--- src/design/kpat_pkg.sv ---
// Shared types and constants for the keypad autorepeat and touch latch unit.
`default_nettype none
package kpat_pkg;

	localparam int KEY_W      = 16;
	localparam int COORD_W    = 8;
	localparam int TIMER_W    = 8;
	localparam int CFG_IDX_W  = 2;
	localparam int CFG_DATA_W = 8;

	localparam int KEY_BITS_DEF = 16;

	// key bit positions
	localparam int KEY_A_BIT     = 0;
	localparam int KEY_START_BIT = 3;
	localparam int KEY_R_BIT     = 8;
	localparam int KEY_L_BIT     = 9;
	localparam int KEY_X_BIT     = 10;
	localparam int KEY_Y_BIT     = 11;

	localparam logic [1:0]         BUTTON_MODE_RST  = 2'd0;
	localparam logic [TIMER_W-1:0] REPEAT_RATE_RST  = 8'd4;
	localparam logic [TIMER_W-1:0] REPEAT_DELAY_RST = 8'd8;

	typedef enum logic [1:0] {
		BTN_NORMAL  = 2'd0,
		BTN_START_X = 2'd1,
		BTN_SWAP_XY = 2'd2,
		BTN_L_IS_A  = 2'd3
	} btn_mode_t;

	typedef enum logic [1:0] {
		VAL_OK       = 2'd0,
		VAL_X_BAD    = 2'd1,
		VAL_Y_BAD    = 2'd2,
		VAL_BOTH_BAD = 2'd3
	} validity_t;

	typedef enum logic [CFG_IDX_W-1:0] {
		REG_BUTTON_MODE  = 2'd0,
		REG_REPEAT_RATE  = 2'd1,
		REG_REPEAT_DELAY = 2'd2
	} cfg_reg_t;

	typedef struct packed {
		logic               lid_closed;
		logic [KEY_W-1:0]   raw_keys;
		logic               sample_touch;
		logic [COORD_W-1:0] sample_x;
		logic [COORD_W-1:0] sample_y;
		logic [1:0]         sample_validity;
	} in_word_t;

	typedef struct packed {
		logic [KEY_W-1:0]   held_keys;
		logic [KEY_W-1:0]   pressed_keys;
		logic [KEY_W-1:0]   repeat_keys;
		logic [COORD_W-1:0] touch_x_out;
		logic [COORD_W-1:0] touch_y_out;
		logic               touch_pressed;
		logic               touch_held;
	} out_word_t;

endpackage
`default_nettype wire

--- src/design/kpat_ifs.sv ---
// Valid/ready channel interfaces for the input and result words.
`default_nettype none
interface kpat_in_if;
	logic                valid;
	logic                ready;
	kpat_pkg::in_word_t  payload;

	modport source (output valid, output payload, input ready);
	modport sink   (input valid, input payload, output ready);
endinterface

interface kpat_out_if;
	logic                valid;
	logic                ready;
	kpat_pkg::out_word_t payload;

	modport source (output valid, output payload, input ready);
	modport sink   (input valid, input payload, output ready);
endinterface
`default_nettype wire

--- src/design/keypad_autorepeat_touch_latch_unit.sv ---
// Keypad edge detect with autorepeat, button remap and touch latch, top level.
//
// Usage:
//   sample : one word per frame tick (lid state, raw keys, one touch sample).
//   result : one word per sample word: held, pressed and repeat keys after
//            button remap, latched touch position, touch press and hold.
//   cfg_we/cfg_index/cfg_data : register writes (button mode, repeat rate,
//            repeat delay); write only while no word is in flight.
// Path: an accepted word goes to the input register, then to the result register
//   fed by the key/touch logic and state update, once that register can advance.
// Throughput: one word per cycle while result is taken; the only loop is the
//   update of the key history, repeat timer and touch latch.
// Stall: when result is not taken the result register holds; the input
//   register still takes one more word, then sample.ready drops.
// Reset: pipeline empty, key history, timer and touch latch cleared,
//   button mode 0, repeat rate 4, repeat delay 8.
`default_nettype none
module keypad_autorepeat_touch_latch_unit #(
	parameter int KEY_BITS = kpat_pkg::KEY_BITS_DEF
) (
	input  wire logic                              clk,
	input  wire logic                              arst_n,
	kpat_in_if.sink                                sample,
	kpat_out_if.source                             result,
	input  wire logic                              cfg_we,
	input  wire logic [kpat_pkg::CFG_IDX_W-1:0]    cfg_index,
	input  wire logic [kpat_pkg::CFG_DATA_W-1:0]   cfg_data
);

	// keys above KEY_BITS are dropped; the raw field is 16 bits wide
	localparam int KW = (KEY_BITS < kpat_pkg::KEY_W) ? KEY_BITS : kpat_pkg::KEY_W;

	kpat_pkg::btn_mode_t                 button_mode_q;
	logic [kpat_pkg::TIMER_W-1:0]        repeat_rate_q;
	logic [kpat_pkg::TIMER_W-1:0]        repeat_delay_q;

	logic [KW-1:0]                       prev_keys_q;
	logic [kpat_pkg::TIMER_W-1:0]        timer_q;
	logic                                prev_touch_q;
	logic [kpat_pkg::COORD_W-1:0]        last_x_q;
	logic [kpat_pkg::COORD_W-1:0]        last_y_q;

	logic                                valid_s1;
	kpat_pkg::in_word_t                  word_s1;
	logic                                valid_s2;
	kpat_pkg::out_word_t                 word_s2;

	logic                                advance;

	logic [KW-1:0]                       keys;
	logic [KW-1:0]                       pressed;
	logic [KW-1:0]                       rep;
	logic [kpat_pkg::TIMER_W-1:0]        timer_dec;
	logic [kpat_pkg::TIMER_W-1:0]        timer_nxt;
	logic                                touch;
	logic                                tpress;
	logic [kpat_pkg::COORD_W-1:0]        x_nxt;
	logic [kpat_pkg::COORD_W-1:0]        y_nxt;
	kpat_pkg::out_word_t                 word_nxt;

	function automatic logic [KW-1:0] remap(input kpat_pkg::btn_mode_t mode,
			input logic [KW-1:0] k);
		logic [KW-1:0] r;
		r = k;
		case (mode)
			kpat_pkg::BTN_START_X: begin
				if (k[kpat_pkg::KEY_START_BIT])
					r[kpat_pkg::KEY_X_BIT] = 1'b1;
			end
			kpat_pkg::BTN_SWAP_XY: begin
				r[kpat_pkg::KEY_X_BIT] = k[kpat_pkg::KEY_Y_BIT];
				r[kpat_pkg::KEY_Y_BIT] = k[kpat_pkg::KEY_X_BIT];
			end
			kpat_pkg::BTN_L_IS_A: begin
				if (k[kpat_pkg::KEY_L_BIT])
					r[kpat_pkg::KEY_A_BIT] = 1'b1;
				r[kpat_pkg::KEY_L_BIT] = 1'b0;
				r[kpat_pkg::KEY_R_BIT] = 1'b0;
			end
			default: begin
			end
		endcase
		return r;
	endfunction

	assign advance      = valid_s1 && (!valid_s2 || result.ready);
	assign sample.ready = !valid_s1 || advance;
	assign result.valid = valid_s2;
	assign result.payload = word_s2;

	// configuration registers
	always_ff @(posedge clk or negedge arst_n) begin
		if (!arst_n) begin
			button_mode_q  <= kpat_pkg::btn_mode_t'(kpat_pkg::BUTTON_MODE_RST);
			repeat_rate_q  <= kpat_pkg::REPEAT_RATE_RST;
			repeat_delay_q <= kpat_pkg::REPEAT_DELAY_RST;
		end else if (cfg_we) begin
			case (kpat_pkg::cfg_reg_t'(cfg_index))
				kpat_pkg::REG_BUTTON_MODE:  button_mode_q  <= kpat_pkg::btn_mode_t'(cfg_data[1:0]);
				kpat_pkg::REG_REPEAT_RATE:  repeat_rate_q  <= cfg_data;
				kpat_pkg::REG_REPEAT_DELAY: repeat_delay_q <= cfg_data;
				default: begin
				end
			endcase
		end
	end

	// key and touch logic on the registered input word
	always_comb begin
		keys      = word_s1.raw_keys[KW-1:0];
		pressed   = keys & ~prev_keys_q;
		rep       = pressed;
		timer_dec = timer_q - 1'b1;
		timer_nxt = repeat_delay_q;
		if (keys != '0 && keys == prev_keys_q) begin
			timer_nxt = timer_dec;
			if (timer_dec == '0) begin
				rep       = keys;
				timer_nxt = repeat_rate_q;
			end
		end

		touch = word_s1.sample_touch;
		x_nxt = last_x_q;
		y_nxt = last_y_q;
		if (kpat_pkg::validity_t'(word_s1.sample_validity) == kpat_pkg::VAL_OK) begin
			x_nxt = word_s1.sample_x;
			y_nxt = word_s1.sample_y;
		end else if (prev_touch_q) begin
			// partial update keeps the bad axis
			if (kpat_pkg::validity_t'(word_s1.sample_validity) == kpat_pkg::VAL_X_BAD)
				y_nxt = word_s1.sample_y;
			else if (kpat_pkg::validity_t'(word_s1.sample_validity) == kpat_pkg::VAL_Y_BAD)
				x_nxt = word_s1.sample_x;
		end else begin
			touch = 1'b0;
		end
		tpress = touch && !prev_touch_q;

		word_nxt               = '0;
		if (!word_s1.lid_closed) begin
			word_nxt.held_keys     = kpat_pkg::KEY_W'(remap(button_mode_q, keys));
			word_nxt.pressed_keys  = kpat_pkg::KEY_W'(remap(button_mode_q, pressed));
			word_nxt.repeat_keys   = kpat_pkg::KEY_W'(remap(button_mode_q, rep));
			word_nxt.touch_x_out   = x_nxt;
			word_nxt.touch_y_out   = y_nxt;
			word_nxt.touch_pressed = tpress;
			word_nxt.touch_held    = touch;
		end
	end

	always_ff @(posedge clk or negedge arst_n) begin
		if (!arst_n) begin
			prev_keys_q  <= '0;
			timer_q      <= '0;
			prev_touch_q <= 1'b0;
			last_x_q     <= '0;
			last_y_q     <= '0;
		end else if (advance) begin
			if (word_s1.lid_closed) begin
				prev_touch_q <= 1'b0;
			end else begin
				prev_keys_q  <= keys;
				timer_q      <= timer_nxt;
				prev_touch_q <= touch;
				last_x_q     <= x_nxt;
				last_y_q     <= y_nxt;
			end
		end
	end

	always_ff @(posedge clk or negedge arst_n) begin
		if (!arst_n) begin
			valid_s1 <= 1'b0;
			valid_s2 <= 1'b0;
		end else begin
			if (sample.ready)
				valid_s1 <= sample.valid;
			if (advance)
				valid_s2 <= 1'b1;
			else if (result.ready)
				valid_s2 <= 1'b0;
		end
	end

	always_ff @(posedge clk) begin
		if (sample.valid && sample.ready)
			word_s1 <= sample.payload;
		if (advance)
			word_s2 <= word_nxt;
	end

endmodule
`default_nettype wire

--- src/flat_wrapper.sv ---
// flat-port wrapper written by rule: the top's interface ports become plain ports
module keypad_autorepeat_touch_latch_unit_flat 
#(
	parameter int KEY_BITS = kpat_pkg::KEY_BITS_DEF
)
  (clk, arst_n, cfg_we, cfg_index, cfg_data, sample_valid, sample_payload, sample_ready, result_valid, result_payload, result_ready);
  kpat_in_if sample_i ();
  kpat_out_if result_i ();
  input  wire logic clk;
  input  wire logic arst_n;
  input  wire logic cfg_we;
  input  wire logic [kpat_pkg::CFG_IDX_W-1:0] cfg_index;
  input  wire logic [kpat_pkg::CFG_DATA_W-1:0] cfg_data;
  input wire logic [$bits(sample_i.valid)-1:0] sample_valid;
  input wire logic [$bits(sample_i.payload)-1:0] sample_payload;
  output wire logic [$bits(sample_i.ready)-1:0] sample_ready;
  output wire logic [$bits(result_i.valid)-1:0] result_valid;
  output wire logic [$bits(result_i.payload)-1:0] result_payload;
  input wire logic [$bits(result_i.ready)-1:0] result_ready;
  assign sample_i.valid = sample_valid;
  assign sample_i.payload = sample_payload;
  assign sample_ready = sample_i.ready;
  assign result_valid = result_i.valid;
  assign result_payload = result_i.payload;
  assign result_i.ready = result_ready;
  keypad_autorepeat_touch_latch_unit #(.KEY_BITS(KEY_BITS)) u_core (.clk(clk), .arst_n(arst_n), .sample(sample_i), .result(result_i), .cfg_we(cfg_we), .cfg_index(cfg_index), .cfg_data(cfg_data));
endmodule
--- config.mk ---
export PLATFORM = sky130hd
export DESIGN_NAME = keypad_autorepeat_touch_latch_unit_flat
export DESIGN_NICKNAME = d
export VERILOG_FILES = /design/src/design/kpat_pkg.sv /design/src/design/kpat_ifs.sv /design/src/design/keypad_autorepeat_touch_latch_unit.sv /design/src/flat_wrapper.sv
export SDC_FILE = /design/constraint.sdc
export NUM_CORES = 1
export LEC_CHECK = 0
export ABC_CLOCK_PERIOD_IN_PS = 3950
export BUFFER_PORTS_ARGS = -buffer_cell sky130_fd_sc_hd__buf_2
export CORE_UTILIZATION = 45
export DETAILED_ROUTE_END_ITERATION = 10
export GPL_TIMING_DRIVEN = 0
export MAX_ROUTING_LAYER = met4
export PLACE_DENSITY_LB_ADDON = 0.12
export SLEW_MARGIN = 40
export SYNTH_ARGS = -nofsm -noshare
export SYNTH_HDL_FRONTEND = slang
export SYNTH_SLANG_ARGS = --single-unit
--- constraint.sdc ---
create_clock -name clk -period 3.95 [get_ports clk]
set_clock_uncertainty 0.2 [all_clocks]
set_input_delay 0.79 -clock clk [delete_from_list [all_inputs] [get_ports clk]]
set_output_delay 0.79 -clock clk [all_outputs]
set_load 0.02 [all_outputs]
# --- Word level (Yosys, flattened, before mapping) ---
# Cells that the tools add are included.
classes:
  n_eq_ne: 8
  reduce_logical: 19
  muxes: 31
  n_addsub: 1
  bitwise: 3
op_table:
  columns: ["op", "n"]
  rows:
  - ["$mux 8", 9]
  - ["$mux 16", 2]
  - ["$mux 1", 17]
  - ["$and 16x16->16", 1]
  - ["$eq 16x16->1", 1]
  - ["$not 16->16", 1]
  - ["$reduce_bool 16->1", 1]
  - ["$eq 2x2->1 const B", 4]
  - ["$logic_not 8->1", 1]
  - ["$reduce_and 2->1", 4]
  - ["$sub 8x1->8 const B", 1]
  - ["$eq 2x1->1 const B", 3]
  - ["$pmux 1 s2", 3]
  - ["$logic_and 1x1->1", 4]
  - ["$logic_not 2->1", 2]
  - ["$logic_not 1->1", 3]
  - ["$logic_or 1x1->1", 2]
  - ["$reduce_bool 2->1", 1]
  - ["$reduce_or 2->1", 1]
  - ["$not 1->1", 1]
totals:
  in_bits: 51
  register_bits: 163
  out_inout_bits: 68

# --- Depth between registers and ports, before layout ---
logic_depth:
  depth_word: 6
  mapped_depth: 9

# --- Worst setup path before layout ---
# Ideal clock, no wire load.
synth_timing:
  kind: "in2reg"
  from: "in result_ready"
  to: "reg u_core.word_s2, in the netlist u_core.result.payload[0], enable pin"
  n_path_buf: 0
  arrival_time_ns: 3.693
  setup_ns: 0.493
  setup_slack_ns: -0.435
  path_stages: 2
  path_cell_list: "nor2b_1 -> nor2_1"
synth_via:
  elab_chain_len: 2
synth_lines:
  columns: ["item", "line", "text"]
  rows:
  - ["start, declared", "flat_wrapper.sv:19", "input wire logic [$bits(result_i.ready)-1:0] result_ready;"]
  - ["$logic_or 1x1->1", "keypad_autorepeat_touch_latch_unit.sv:86", "assign advance = valid_s1 && (!valid_s2 || result.ready);"]
  - ["$logic_and 1x1->1", "keypad_autorepeat_touch_latch_unit.sv:86", null]
  - ["via u_core.advance", "keypad_autorepeat_touch_latch_unit.sv:48", "logic advance;"]
  - ["end signal, assigned", "keypad_autorepeat_touch_latch_unit.sv:190", "word_s2 <= word_nxt;"]
  - ["end, declared", "keypad_autorepeat_touch_latch_unit.sv:46", "kpat_pkg::out_word_t word_s2;"]
# The timed path passes the listed nets, and every way through them passes these cells.
# A chain may end at the register's enable or synchronous reset.

# --- Worst setup path after layout ---
layout_timing:
  from: "reg u_core.word_s1, in the netlist u_core.keys[14]"
  to: "reg u_core.word_s2, in the netlist u_core.result.payload[31] (data pin)"
layout_via:
  elab_chain_len: 3
layout_lines:
  columns: ["item", "line", "text"]
  rows:
  - ["start, declared", "keypad_autorepeat_touch_latch_unit.sv:44", "kpat_pkg::in_word_t word_s1;"]
  - ["start signal, assigned", "keypad_autorepeat_touch_latch_unit.sv:188", "word_s1 <= sample.payload;"]
  - ["$eq 16x16->1 / $reduce_bool 16->1 (equally long branches)", "keypad_autorepeat_touch_latch_unit.sv:115", "if (keys != '0 && keys == prev_keys_q) begin"]
  - ["$logic_and 1x1->1 (*)", "keypad_autorepeat_touch_latch_unit.sv:115", null]
  - ["$mux 16 (*)", "keypad_autorepeat_touch_latch_unit.sv:115", null]
# Every way passes the cells marked *; elsewhere a longest branch is shown, timed or not.

==> metrics.csv <==
metric;value;unit
status;complete, no violations;
Register Area;4590;um^2
final hold slack;50.3;ps
RSZ-0062 raised after global routing;false;
final worst slack;1150;ps
PD cells;552;nW/um^2
DIE AREA;16000;um^2
vias in the first global route;4576;
global-route wire length before repair;23200;um
drt wl/cell;16.9;um
Final ANT Viol Nets;0;
fin util;56.7;%
# resized after CTS;0;
Yosys top cell by area;edfxtp_1;
max-slew headroom at the worst pin;52.4;%
Via density;5.19;
total track usage;19.9;%
CTS H-tree lvls;4;
Synth top area share;43.9;%
io pins;119;
total number of vias;4433;
met1 GRT Util;24.7;%
clock sink count;163;
Final GP Congestion;0.868;
pre-CTS setup slack;1130;ps
Crit Path Max Fanout;10;
Max Clock Freq;358;MHz
Worst Tran Pin Value;714;ps
peak-usage layer in the global routing report;met2;
initial antenna violation count;0;
total CTS buffers;17;
core area;15200;um^2
Critical Path Sink Type;flop;
placed wire-length estimate;10100;um
Tmin final;2800;ps
Worst-path clk slew;60;ps
met3 Track Usage GR;4.05;%
Yosys reg bits;163;
hold_buf cts;0;
Max IR drop VDD;0.000322;V
Max Cap Viol;0;
Mean Syn Cell Area;13.7;um^2
Die W;127;um
detailed-route wire length;14400;um
Setup TNS;0;ps
largest cells by area after synthesis;edfxtp_1 44%, dfrtp_1 21%, mux2_2 4.8%;
Congestion Overflow GR;0;
share of layout cells above drive strength 1;34.1;%
buffer count from post-CTS setup fixing;0;
Worst-Skew Late Latency;420;ps
Crit Path Class;reg2reg;
P&R area growth vs syn;23.3;%
ant diodes;0;
max-slew violation count;0;
first-pass detailed-route iteration total;5;
Rows;45;
PortBufs;118;
sequential area share after synthesis;65.7;%
final setup vio count;0;
Initial Util;45.9;%
clk root buf;clkbuf_16;
initial DRC count;160;
startpoint types;flop;
GR Util met2;31.3;%
CP required;3900;ps
total power draw;4760;uW
Cells after Synth;510;
period utilization;70.8;%
Clock Path Buffers;2;
synth warn;0;
footprint of the multi-input gates;2220;um^2
Layout fillers;1302;
Synth cell types;53;
Post-Syn Area;6980;um^2
Hold Path Class;in2async;
CTS tree;yes;
synthesized net count;582;
fin nets;725;
Die Ht;127;um
Static Leak;0.00354;uW
largest net degree at the start of global routing;43;
Fin. Hold Viols;0;
drc violations;0;
WP data arrival;2740;ps
## worst max-delay path: stages, from the launching register on
cell	delay, ps
edfxtp_1	510
ha_1	360
nand4_1	150
nor4_4	430
nand4_2	350
buf_2	340
nand2_1	110
a21oi_2	50
## power by group
group | internal (uW) | switching, uW
logic | 320 | 424
registers | 2090 | 126
clock network | 1140 | 661
total | 3540 | 1210
## state kept, by name (all words and copies together) (netlist names)
| register | flops |
|---|---|
| u_core.button_mode_q | 2 |
| u_core.prev_keys_q | 16 |
| u_core.valid_s1 | 1 |
| u_core.word_s1 | 20 |
| u_core.result.payload | 66 |
| u_core.last_y_q | 8 |
| u_core.prev_touch_q | 1 |
| u_core.last_x_q | 8 |
| u_core.repeat_rate_q | 8 |
| u_core.repeat_delay_q | 8 |
| u_core.timer_q | 8 |
| u_core.result.valid | 1 |
| u_core.keys | 16 |
## through the flow
step           cells  instance area (um^2)
5_1_grt          854                  8610
4_1_cts          854                  8610
2_1_floorplan    510                  6990
3_3_place_gp     816                  7810
6_report         854                  8610
3_5_place_dp     822                  7960
## cell usage after synthesis, drive strengths merged
library cell,number
nor2b,24
buf,7
nor3,6
dfrtp,59
clkbuf,11
nor3b,4
dfstp,2
nand2b,2
edfxtp,102
o31ai,1
or3,2
nor2,35
and4,1
nor4,7
a22oi,1
nand2,54
xnor2,3
xor2,2
and3,1
o22ai,1
ha,21
or2,2
a21oi,20
nand3,4
inv,22
o21ai,24
mux2,32
a221oi,1
o211ai,1
a211oi,5
nand3b,3
or4,1
a31oi,2
and4b,1
nand4b,1
o2bb2ai,2
and2,9
a211o,3
mux2i,21
nand4,10
## layout make-up
type / instances / area share [%]
buffer: 18 / 1.12
clock buffer: 20 / 5.19
clock inverter: 12 / 2.38
inverter: 22 / 0.959
multi-input combinational: 307 / 25.8
sequential: 163 / 53.3
tap: 188 / 2.73
timing repair buffer: 124 / 8.48
## layout by cell type (no fill, tap or decap), types with 9 or more instances in the layout
cell type  synthesis  routed
buf_2              4     121
edfxtp_1         102     102
dfrtp_1           59      59
nand2_1           49      49
nor2_1            35      34
mux2_2            30      30
nor2b_1           24      24
o21ai_0           24      24
inv_1             22      22
mux2i_1           21      21
ha_1              21      21
clkbuf_16          0      17
clkbuf_1          11      13
a21oi_1           11      11
a21oi_2            9       9
## routing by layer
layer	share of wire, %	vias to the layer above	wire length [um]
li1	-	2122	-
met4	2.7	0	384
met3	3.7	28	533
met1	45	2179	6470
met2	49	104	7010
met5	0	-	0
## logic make-up (layout without fill, tap and decap cells)
| kind of cell | Yosys count | in the layout | share of synthesized area, % |
|---|---|---|---|
| AOI/OAI and AO/OA | 61 | 61 | 5.66 |
| xor gates and xnor gates | 5 | 5 | 0.627 |
| adders and majority gates | 21 | 21 | 3.76 |
| buffers and inverters | 40 | 196 | 2.56 |
| DFF | 163 | 163 | 65.7 |
| muxes | 53 | 53 | 8.17 |
| and+or+nand+nor | 167 | 167 | 13.5 |
## final timing paths
kind | endpoint | startpoint | slack (ps) | cells after the start
setup reg to reg | u_core.result.payload[31]$_SDFFCE_PP0P_ | u_core.keys[14]$_DFFE_PP_ | 1150 | 7
hold / removal | u_core.last_y_q[1]$_DFFE_PN0P_ | arst_n | 50 | 1
setup / recovery | u_core.result.payload[31]$_SDFFCE_PP0P_ | u_core.keys[14]$_DFFE_PP_ | 1150 | 7
max in group asynchronous | u_core.repeat_delay_q[3]$_DFFE_PN1P_ | arst_n | 2920 | 2
hold reg to reg | u_core.last_x_q[2]$_DFFE_PN0P_ | u_core.last_x_q[2]$_DFFE_PN0P_ | 290 | 1
min in group clk | u_core.last_x_q[2]$_DFFE_PN0P_ | u_core.last_x_q[2]$_DFFE_PN0P_ | 290 | 1
Power figures use the tool's default switching activity.
